==> src/hw/rtl/biquad_filter_stereo_core_defines.svh <==
// assertion macros for the stereo biquad core
// no dependencies; included by the top level only
`ifndef BIQUAD_FILTER_STEREO_CORE_DEFINES_SVH
`define BIQUAD_FILTER_STEREO_CORE_DEFINES_SVH

// same-cycle implication, disabled in reset
`define BQF_ASSERT_NOW(label, clk, rst_n, ante, cons, msg) \
  label: assert property (@(posedge clk) disable iff (!(rst_n)) (ante) |-> (cons)) \
    else $error(msg);

// next-cycle implication, disabled in reset
`define BQF_ASSERT_NEXT(label, clk, rst_n, ante, cons, msg) \
  label: assert property (@(posedge clk) disable iff (!(rst_n)) (ante) |=> (cons)) \
    else $error(msg);

`endif

==> src/hw/rtl/bqf_pkg.sv <==
// shared types and constants of the stereo biquad core
// no dependencies
`timescale 1ns / 1ps

package bqf_pkg;

  // coefficients are signed q3.16
  localparam int COEF_FRAC = 16;
  localparam int COEF_ONE  = 1 << COEF_FRAC;
  localparam int NUM_COEFS = 5;
  localparam int CFG_IDX_W = 3;

  // pcm sample format
  localparam int PCM_W = 16;

  typedef enum logic [CFG_IDX_W-1:0] {
    COEF_FF0 = 3'd0,
    COEF_FF1 = 3'd1,
    COEF_FF2 = 3'd2,
    COEF_FB1 = 3'd3,
    COEF_FB2 = 3'd4
  } coef_idx_e;

endpackage

==> src/hw/rtl/biquad_filter_stereo_core.sv <==
// stereo biquad filter, transposed direct form ii, one shared multiplier
// depends on bqf_pkg and biquad_filter_stereo_core_defines.svh
`timescale 1ns / 1ps
`include "biquad_filter_stereo_core_defines.svh"

// channel   | direction | handshake                  | payload
// ----------+-----------+----------------------------+-------------------------------
// input     | in        | in_valid_i / in_stall_o    | sample_i, channel_i
// output    | out       | out_valid_o / out_stall_i  | filtered_sample_o, clipped_o
// config    | in        | cfg_we_i (no wait)         | cfg_index_i, cfg_data_i
//
// one word at a time: it is taken in the accept cycle, then 11 sequencer steps run
// on the single COEF_WIDTH x ((STATE_WIDTH+1)/2+1) multiplier that forms all five
// products, each feedback product taking two passes (low and high half of y)
// in_stall_o is high while the sequencer runs; the final step waits while a
// previous result word is still held and stalled at the output register
// reset clears state, coefficients (ff0 = 1.0, others 0) and both delay sets

module biquad_filter_stereo_core #(
  parameter int COEF_WIDTH  = 20,
  parameter int STATE_WIDTH = 40
) (
  input  logic                                  clk_i,
  input  logic                                  rst_ni,
  // input words
  input  logic                                  in_valid_i,
  output logic                                  in_stall_o,
  input  logic signed [bqf_pkg::PCM_W-1:0]      sample_i,
  input  logic                                  channel_i,
  // result words
  output logic                                  out_valid_o,
  input  logic                                  out_stall_i,
  output logic signed [bqf_pkg::PCM_W-1:0]      filtered_sample_o,
  output logic                                  clipped_o,
  // coefficient writes
  input  logic                                  cfg_we_i,
  input  logic [bqf_pkg::CFG_IDX_W-1:0]         cfg_index_i,
  input  logic [COEF_WIDTH-1:0]                 cfg_data_i
);

  // widths derived from the parameters
  localparam int CW = COEF_WIDTH;
  localparam int SW = STATE_WIDTH;
  localparam int LH = (SW + 1) / 2;       // low half of y, unsigned
  localparam int HW = SW - LH;            // high half of y, signed
  localparam int OW = LH + 1;             // multiplier operand width
  localparam int PW = CW + OW;            // product width
  localparam int AW = CW + SW + 2;        // accumulator width
  localparam int XW = bqf_pkg::PCM_W;

  localparam logic signed [AW-1:0] ST_MAX = {{(AW-SW+1){1'b0}}, {(SW-1){1'b1}}};
  localparam logic signed [AW-1:0] ST_MIN = ~ST_MAX;
  localparam logic signed [AW-1:0] HALF   = AW'(1) <<< (bqf_pkg::COEF_FRAC - 1);
  localparam logic [SW-1:0]        YM_LIM = SW'(33'h1_0000_0000);

  typedef enum logic [3:0] {
    ST_IDLE,
    ST_MY,    // acc = ff0*x + z1
    ST_SY,    // y = sat(acc)
    ST_F1L,   // acc = fb1*y_lo
    ST_F1H,   // acc += fb1*y_hi << LH
    ST_R1,    // r = sat(round(acc)), output scaling
    ST_Z1,    // acc = ff1*x - r + z2
    ST_F2L,   // z1 = sat(acc), acc = fb2*y_lo
    ST_F2H,   // acc += fb2*y_hi << LH
    ST_R2,    // r = sat(round(acc))
    ST_Z2,    // acc = ff2*x - r
    ST_DONE   // z2 = sat(acc), load result word
  } state_e;

  state_e state_q, state_d;

  logic                    out_valid_q;
  logic signed [CW-1:0]    coef_q [bqf_pkg::NUM_COEFS];
  logic signed [SW-1:0]    z1_q [2];
  logic signed [SW-1:0]    z2_q [2];

  logic signed [XW-1:0]    x_q;
  logic                    ch_q;
  logic signed [AW-1:0]    acc_q, acc_d;
  logic signed [SW-1:0]    y_q;
  logic signed [SW-1:0]    r_q;
  logic signed [XW-1:0]    res_q, res_d;
  logic                    clip_q, clip_d;
  logic signed [XW-1:0]    out_sample_q;
  logic                    out_clip_q;

  // shared multiplier
  bqf_pkg::coef_idx_e      coef_sel;
  logic signed [CW-1:0]    mul_a;
  logic signed [OW-1:0]    mul_b;
  logic signed [PW-1:0]    prod;
  logic signed [AW-1:0]    prod_x;
  logic signed [AW-1:0]    z1_x, z2_x, r_x;
  logic signed [AW-1:0]    rnd;
  logic signed [OW-1:0]    x_op, ylo_op, yhi_op;

  // output scaling by 32767/32768
  logic [SW-1:0]           ym;
  logic [47:0]             ym48;
  logic [47:0]             scaled;
  logic [16:0]             mag, mag_lim;
  logic [16:0]             res17;

  logic                    in_fire;
  logic                    done_fire;
  logic                    cfg_hit;

  function automatic logic signed [SW-1:0] sat_st(input logic signed [AW-1:0] v);
    logic signed [SW-1:0] r;
    if (v > ST_MAX) begin
      r = ST_MAX[SW-1:0];
    end else if (v < ST_MIN) begin
      r = ST_MIN[SW-1:0];
    end else begin
      r = v[SW-1:0];
    end
    return r;
  endfunction

  assign in_stall_o        = (state_q != ST_IDLE);
  assign in_fire           = in_valid_i && !in_stall_o;
  assign done_fire         = (state_q == ST_DONE) && (!out_valid_q || !out_stall_i);
  assign cfg_hit           = cfg_we_i && (cfg_index_i < 3'(bqf_pkg::NUM_COEFS));
  assign out_valid_o       = out_valid_q;
  assign filtered_sample_o = out_sample_q;
  assign clipped_o         = out_clip_q;

  // operand formats for the multiplier
  assign x_op   = $signed({{(OW-XW){x_q[XW-1]}}, x_q});
  assign ylo_op = $signed({1'b0, y_q[LH-1:0]});
  assign yhi_op = $signed({{(OW-HW){y_q[SW-1]}}, y_q[SW-1:LH]});

  always_comb begin
    coef_sel = bqf_pkg::COEF_FF0;
    mul_b    = x_op;
    case (state_q)
      ST_MY: begin
        coef_sel = bqf_pkg::COEF_FF0;
        mul_b    = x_op;
      end
      ST_F1L: begin
        coef_sel = bqf_pkg::COEF_FB1;
        mul_b    = ylo_op;
      end
      ST_F1H: begin
        coef_sel = bqf_pkg::COEF_FB1;
        mul_b    = yhi_op;
      end
      ST_Z1: begin
        coef_sel = bqf_pkg::COEF_FF1;
        mul_b    = x_op;
      end
      ST_F2L: begin
        coef_sel = bqf_pkg::COEF_FB2;
        mul_b    = ylo_op;
      end
      ST_F2H: begin
        coef_sel = bqf_pkg::COEF_FB2;
        mul_b    = yhi_op;
      end
      ST_Z2: begin
        coef_sel = bqf_pkg::COEF_FF2;
        mul_b    = x_op;
      end
      default: begin
        coef_sel = bqf_pkg::COEF_FF0;
        mul_b    = x_op;
      end
    endcase
  end

  assign mul_a  = coef_q[coef_sel];
  assign prod   = mul_a * mul_b;
  assign prod_x = $signed({{(AW-PW){prod[PW-1]}}, prod});
  assign z1_x   = $signed({{(AW-SW){z1_q[ch_q][SW-1]}}, z1_q[ch_q]});
  assign z2_x   = $signed({{(AW-SW){z2_q[ch_q][SW-1]}}, z2_q[ch_q]});
  assign r_x    = $signed({{(AW-SW){r_q[SW-1]}}, r_q});

  // round half away from zero, drop the coefficient fraction bits
  assign rnd = (acc_q + (acc_q[AW-1] ? (HALF - AW'(1)) : HALF)) >>> bqf_pkg::COEF_FRAC;

  always_comb begin
    acc_d = acc_q;
    case (state_q)
      ST_MY:           acc_d = prod_x + z1_x;
      ST_F1L, ST_F2L:  acc_d = prod_x;
      ST_F1H, ST_F2H:  acc_d = acc_q + (prod_x <<< LH);
      ST_Z1:           acc_d = prod_x - r_x + z2_x;
      ST_Z2:           acc_d = prod_x - r_x;
      default:         acc_d = acc_q;
    endcase
  end

  // out = round_half_away(|y| * 32767 / 2^31), clamped; 32767*m as a shift and subtract
  always_comb begin
    ym      = y_q[SW-1] ? SW'(-y_q) : y_q;
    ym48    = 48'(ym[32:0]);
    scaled  = (ym48 << 15) - ym48 + 48'h0000_4000_0000;
    mag     = scaled[47:31];
    clip_d  = 1'b0;
    mag_lim = mag;
    if (ym > YM_LIM) begin
      clip_d  = 1'b1;
      mag_lim = y_q[SW-1] ? 17'd32768 : 17'd32767;
    end else if (y_q[SW-1] && (mag > 17'd32768)) begin
      clip_d  = 1'b1;
      mag_lim = 17'd32768;
    end else if (!y_q[SW-1] && (mag > 17'd32767)) begin
      clip_d  = 1'b1;
      mag_lim = 17'd32767;
    end
    res17 = y_q[SW-1] ? (~mag_lim + 17'd1) : mag_lim;
    res_d = $signed(res17[XW-1:0]);
  end

  always_comb begin
    state_d = state_q;
    case (state_q)
      ST_IDLE: if (in_fire) begin
        state_d = ST_MY;
      end
      ST_MY:   state_d = ST_SY;
      ST_SY:   state_d = ST_F1L;
      ST_F1L:  state_d = ST_F1H;
      ST_F1H:  state_d = ST_R1;
      ST_R1:   state_d = ST_Z1;
      ST_Z1:   state_d = ST_F2L;
      ST_F2L:  state_d = ST_F2H;
      ST_F2H:  state_d = ST_R2;
      ST_R2:   state_d = ST_Z2;
      ST_Z2:   state_d = ST_DONE;
      ST_DONE: if (done_fire) begin
        state_d = ST_IDLE;
      end
      default: state_d = ST_IDLE;
    endcase
  end

  // control state, coefficients and delay lines
  always_ff @(posedge clk_i or negedge rst_ni) begin
    if (!rst_ni) begin
      state_q     <= ST_IDLE;
      out_valid_q <= 1'b0;
      for (int i = 0; i < bqf_pkg::NUM_COEFS; i++) begin
        coef_q[i] <= '0;
      end
      coef_q[bqf_pkg::COEF_FF0] <= CW'(bqf_pkg::COEF_ONE);
      for (int i = 0; i < 2; i++) begin
        z1_q[i] <= '0;
        z2_q[i] <= '0;
      end
    end else begin
      state_q <= state_d;
      if (out_valid_q && !out_stall_i) begin
        out_valid_q <= 1'b0;
      end
      if (state_q == ST_F2L) begin
        z1_q[ch_q] <= sat_st(acc_q);
      end
      if (done_fire) begin
        z2_q[ch_q]  <= sat_st(acc_q);
        out_valid_q <= 1'b1;
      end
      // any coefficient write clears both channels' state
      if (cfg_hit) begin
        coef_q[cfg_index_i] <= cfg_data_i;
        for (int i = 0; i < 2; i++) begin
          z1_q[i] <= '0;
          z2_q[i] <= '0;
        end
      end
    end
  end

  // datapath registers
  always_ff @(posedge clk_i) begin
    acc_q <= acc_d;
    if (in_fire) begin
      x_q  <= sample_i;
      ch_q <= channel_i;
    end
    if (state_q == ST_SY) begin
      y_q <= sat_st(acc_q);
    end
    if (state_q == ST_R1) begin
      r_q    <= sat_st(rnd);
      res_q  <= res_d;
      clip_q <= clip_d;
    end
    if (state_q == ST_R2) begin
      r_q <= sat_st(rnd);
    end
    if (done_fire) begin
      out_sample_q <= res_q;
      out_clip_q   <= clip_q;
    end
  end

  // checks
  `BQF_ASSERT_NEXT(a_accept_starts_seq, clk_i, rst_ni, in_valid_i && !in_stall_o, state_q == ST_MY, "accepted word did not start the sequencer")
  `BQF_ASSERT_NOW(a_valid_from_done, clk_i, rst_ni, $rose(out_valid_q), $past(state_q) == ST_DONE, "result word raised outside the final step")
  `BQF_ASSERT_NOW(a_clip_at_rail, clk_i, rst_ni, out_valid_q && out_clip_q, out_sample_q == 16'sh7fff || out_sample_q == -16'sh8000, "clip flag without a saturated sample")
  `BQF_ASSERT_NEXT(a_cfg_clears, clk_i, rst_ni, cfg_hit, z1_q[0] == '0 && z1_q[1] == '0 && z2_q[0] == '0 && z2_q[1] == '0, "coefficient write left filter state")

endmodule

==> config.mk <==
export PLATFORM = sky130hd
export DESIGN_NAME = biquad_filter_stereo_core
export DESIGN_NICKNAME = d
export VERILOG_FILES = /design/src/hw/rtl/bqf_pkg.sv /design/src/hw/rtl/biquad_filter_stereo_core.sv
export VERILOG_INCLUDE_DIRS = /design/src /design/src/hw/rtl
export SDC_FILE = /design/constraint.sdc
export NUM_CORES = 2
export LEC_CHECK = 0
export BUFFER_PORTS_ARGS = -buffer_cell sky130_fd_sc_hd__buf_2
export CAP_MARGIN = 20
export CORE_MARGIN = 3
export CORE_UTILIZATION = 45
export DETAILED_ROUTE_END_ITERATION = 16
export GPL_TIMING_DRIVEN = 1
export SKIP_CTS_REPAIR_TIMING = 1
export SLEW_MARGIN = 0
export SYNTH_ARGS = -nofsm -noshare
export SYNTH_HDL_FRONTEND = slang
export SYNTH_SLANG_ARGS = --single-unit
export TNS_END_PERCENT = 100
==> constraint.sdc <==
create_clock -name clk_i -period 17.6 [get_ports clk_i]
set_input_delay 3.52 -clock clk_i [delete_from_list [all_inputs] [get_ports clk_i]]
set_output_delay 3.52 -clock clk_i [all_outputs]
set_load 0.05 [all_outputs]
# Yosys cells after proc, flatten, opt, wreduce, memory -nomap -nowiden
# Index checks and enable logic that the tools add are counted.
# Widths: inputs -> output; s select.
# totals
regBits	458
input_bits	45
elab_cells	130
# classes
n_reduce_logical	26
multipliers	1
muxes	44
n_eq_ne	13
bitwise_logic	4
add_sub_neg	9
magnitude_cmp	13
# ops
cell	n
$mux 40	16
$mux 80	4
$pmux 62 s5	1
$bwmux 80	2
$bwmux 100	1
$mux 16	6
$add 62x17->62	1
$add 62x61->62	1
$gt 62x40->1 const B	1
$lt 62x40->1 const B	1
$bmux 20 s3	1
$demux 20 s3	1
$mux 20	3
$add 48x31->48 const B	1
$pmux 4 s12	1
$sub 48x33->48	1
$gt 46x40->1 const B	1
$lt 46x40->1 const B	1
$add 42x40->43	1
$add 41x40->42	1
$pmux 21 s2	1
$sub 41x40->42	1
$mul 20x21->41	1
$demux 40 s1	1
other kinds (30)	60

# Logic depth before layout (Yosys ltp)
# logic_depth
ltp_word	12
mapped_depth	58

# Least setup slack after synthesis
# OpenSTA, ideal clock, no wires.
# synth_timing
kind	reg2reg
start	reg state_q[0]
end	reg acc_q[50], data pin
path_buffers	4
period_less_slack_ns	12.523
stages_incl_launch_ff	53
slack_ns	5.077
arrival_ns	12.267
setup_ns	0.256
cell_sequence	dfrtp_1 -> clkbuf_1 -> nor2_1 -> a21boi_1 -> nor2_1 -> clkbuf_1 -> clkbuf_1 -> a221oi_1 -> nor2_1 -> fa_1 -> fa_1 -> inv_1 -> fa_1 -> inv_1 -> fa_1 -> inv_1 -> fa_1 -> inv_1 -> (+17 left out) -> ha_1 -> or2_2 -> a21oi_1 -> a21oi_1 -> a21oi_1 -> o21bai_1 -> a21oi_1 -> xnor2_1 -> ha_1 -> and3_1 -> o21ai_0 -> or2_2 -> o22ai_1 -> o2111a_1 -> a21oi_1 -> a221o_1 -> clkbuf_1 -> a31o_2
# synth_via
elab_chain_cells	11
word_cells_on_any_way	23
# synth_lines
element	line_no	text
start, declared	biquad_filter_stereo_core.sv:71	state_e state_q, state_d;
start signal, assigned	biquad_filter_stereo_core.sv:254	state_q <= state_d;
$eq 4x3->1, or another cell as far along	biquad_filter_stereo_core.sv:137, biquad_filter_stereo_core.sv:185	
$reduce_or 2->1 (no line)	n/a	
$pmux 3 s4	biquad_filter_stereo_core.sv:137	case (state_q)
$not 3->4 (not written as such)	biquad_filter_stereo_core.sv:173	assign mul_a = coef_q[coef_sel];
$bmux 20 s3	biquad_filter_stereo_core.sv:173	
$mux 20 (not written as such) (2 in series)	biquad_filter_stereo_core.sv:173	
$mul 20x21->41	biquad_filter_stereo_core.sv:174	assign prod = mul_a * mul_b;
$sub 41x40->42	biquad_filter_stereo_core.sv:189, biquad_filter_stereo_core.sv:190	
$add 42x40->43	biquad_filter_stereo_core.sv:189	ST_Z1: acc_d = prod_x - r_x + z2_x;
$pmux 62 s5 (*)	biquad_filter_stereo_core.sv:185	case (state_q)
net acc_d[50]	biquad_filter_stereo_core.sv:80	logic signed [AW-1:0] acc_q, acc_d;
end signal, assigned	biquad_filter_stereo_core.sv:278	acc_q <= acc_d;
end, declared	biquad_filter_stereo_core.sv:80	
# Mark *: on every way through the listed nets, which the timed path passes. The rest lies on a longest branch. The select of a mux whose other input is x is not followed.
# A chain may end at the register's enable or synchronous reset.

# Final worst setup path
# layout_timing
start	reg state_q[3]
end	reg acc_q[46], data pin
# The elaborated chain is that of the path after synthesis.

==> flow_summary.json <==
{
  "run_status": "complete, no violations",
  "start_kind": "flop",
  "synth_area_per_cell_sq_um": 9.26,
  "fin_skew_ns": 0.0348,
  "vias": 39900,
  "die_w_microns": 335,
  "crit_fanout": 27,
  "drive_gt1_frac": 0.0994,
  "synth_cell_types": 97,
  "rsz0062_at_grt": "no",
  "slowest_stage": "a32oi_1",
  "hpwl_mm": 118,
  "cts_tree": "built",
  "drv_slew": 0,
  "end_kind": "flop",
  "ant_nets": 0,
  "setup_tns_ns": 0,
  "r2r-start": "state_q[3]$_DFFE_PN0P_",
  "max_stage_delay_ns": 0.94,
  "pin_count": 64,
  "cts-root-buf": "clkbuf_16",
  "grt_start_max_net_pins": 83,
  "port_buffers": 63,
  "multiInputGateArea_sq_um": 33200,
  "synthArstFlopShare": 0.579,
  "final-seq-area_sq_um": 12400,
  "numCtsBuffers": 54,
  "cts_buffer_depth": 3,
  "relSlewSlack": 0.265,
  "hp-start": "res_q[5]$_DFFE_PP_",
  "cp_num_cells": 53,
  "core_area_sq_um": 107000,
  "hp-class": "flop to flop",
  "areaGrowthSynthToFinish_pct": 8.25,
  "rows": 120,
  "htreeDepth": 2,
  "ys_seq_elements": 458,
  "criticalPathCategory": "flop to flop",
  "cp_top_family": "compound AO/OA/AOI/OAI gates",
  "fillers": 10100,
  "hold_depth": 0,
  "r2r_setup_slack_ns": 2.04,
  "clock_sinks": 458,
  "die_h_microns": 335,
  "tightest_slew_ns": 1.10,
  "clk_latency_ns": 0.65,
  "drt_iter0_drc": 3577,
  "drv_cap": 0,
  "synth_nets": 6102,
  "netlist_top_cells_count": "inv_1, nor2_1, fa_1",
  "gp_congestion": 0.979,
  "yosys.area.top_type": "fa_1",
  "cts.clk_slew.worst_paths_ns": 0.06,
  "cp_data_required_time_ns": 18.11,
  "min_to": "filtered_sample_o[5]$_DFFE_PP_",
  "grt_pass1_wl_mm": 240,
  "start_util": 0.455,
  "cp.arrival_ns": 16.07,
  "antenna_found_initial": 2,
  "yosysMostFrequentCell": "inv_1",
  "r2r-end": "acc_q[46]$_DFFE_PN_",
  "drc": 0,
  "dr.pass1.iters": 6,
  "cp_common_cell": "a21oi_1",
  "period_minus_slack_ns": 15.56,
  "hold_violations": 0,
  "nets": 6080,
  "ys_seq_area_frac": 0.255,
  "yosysWarnings": 0,
  "grt_util_all_layers": 0.276,
  "overflow": 0,
  "fmax_ghz": 0.0643,
  "yosys-top-cells-area": "fa_1, dfrtp_1, edfxtp_1, ha_1, inv_1",
  "viasPerCell": 5.96,
  "synth_top_area_frac": 0.181,
  "synth_flop_cell": "dfrtp_1",
  "period_share": 0.884,
  "grt_pass1_vias": 39200,
  "path_buf_inv": 8,
  "dieArea_sq_um": 112000,
  "drt-total-wl_mm": 155,
  "setup_viol": 0,
  "synth_cells": 5268,
  "syn_area_sq_um": 48800,
  "routedWlPerCell_microns": 23.2,
  "reg2reg_depth": 53,
  "synth-edff-count": 193
}
metal layers:
layer	share of wire	vias to the layer above	GRT usage
li1	-	18200	-
met1	0.44	20000	0.394
met2	0.46	1487	0.444
met3	0.075	210	0.0392
met4	0.024	0	0.0641
met5	0	-	0
sequential cells by signal, summed over array words and instances, names as in the netlist:
register,count
coef_q,100
z1_q,80
z2_q,80
acc_q,62
r_q,40
y_q,40
filtered_sample_o,16
res_q,16
x_q,16
state_q,4
ch_q,1
clip_q,1
clipped_o,1
out_valid_o,1
area by class of cell:
| type | count | share of cell area |
|---|---|---|
| diodes | 2 | 0.0000947 |
| clock buffers | 66 | 0.0278 |
| clock inverters | 34 | 0.00711 |
| inverters | 656 | 0.0466 |
| multi-input cells | 3910 | 0.628 |
| flip-flops and latches | 458 | 0.235 |
| well taps | 1403 | 0.0332 |
| repair buffers | 166 | 0.0218 |
kinds of logic after synthesis:
group,count (synthesis),share of synthesized area
AOI/OAI and AO/OA,1276,0.180
muxes,191,0.0438
adders and majority gates,789,0.270
xor gates and xnor gates,272,0.0488
and+or+nand+nor,1382,0.132
DFF,458,0.255
buffers and inverters,900,0.0697
how the worst max path moves through the flow:
stage                      startpoint             endpoint  slack (ns)
6_report       state_q[3]$_DFFE_PN0P_  acc_q[46]$_DFFE_PN_        2.04
5_1_grt        state_q[3]$_DFFE_PN0P_  acc_q[46]$_DFFE_PN_        0.93
4_1_cts        state_q[3]$_DFFE_PN0P_  acc_q[50]$_DFFE_PN_        2.16
3_5_place_dp   state_q[3]$_DFFE_PN0P_  acc_q[45]$_DFFE_PN_        2.17
3_3_place_gp   state_q[3]$_DFFE_PN0P_  acc_q[45]$_DFFE_PN_        2.43
2_1_floorplan  state_q[0]$_DFFE_PN0P_  acc_q[50]$_DFFE_PN_        5.08
metrics by stage:
stage	util	setup slack, ns	area, sq um	hold slack [ns]	std cells
after floorplan	-	5.08	48800	0.400	5268
after global placement	0.474	2.43	50900	0.402	6588
after detailed placement	0.474	2.17	50900	0.405	6590
after CTS	0.491	2.16	52800	0.411	6690
after global routing	0.492	0.925	52800	0.413	6693
final	0.492	2.04	52800	0.409	6695
worst reg2reg max path: cells and delay by family (launching register included):
kind                     cells  cell delay, ns
adder cells (fa/ha/maj)     10            4.72
buffers and inverters        8            1.06
XOR/XNOR                     2            0.59
AO/OA/AOI/OAI               20            4.95
AND/OR/NAND/NOR             13            3.75
flip-flops                   1            0.35
placed cells by master (no fill, tap or decap), types with 16 or more instances in the layout:
cell         n
a31oi_1     28
a221o_1     34
a211oi_1    25
a21oi_1    280
o21ai_0    245
a22o_1     162
dfrtp_1    264
nand3_1     87
edfxtp_1   193
nor4_1      26
a22oi_1     19
buf_4       99
a21o_1     174
nor2_1     472
nand4_1     42
fa_1       442
o21a_1      33
a32oi_1     19
o211ai_1    20
nor2b_1     36
and2_1      39
clkbuf_16   56
or3_1       21
xor2_1      83
buf_2       62
a221oi_1    31
inv_1      654
nor3_1      64
xnor2_1    189
o22ai_1     16
nand2_1    390
or2_2       30
and3_1      29
o21bai_1    29
nand2b_1    59
mux2_2     180
ha_1       347
Power is left out: the tool's default activity adds up to more than one toggle a clock period on the data nets, which glitch-free logic cannot reach.
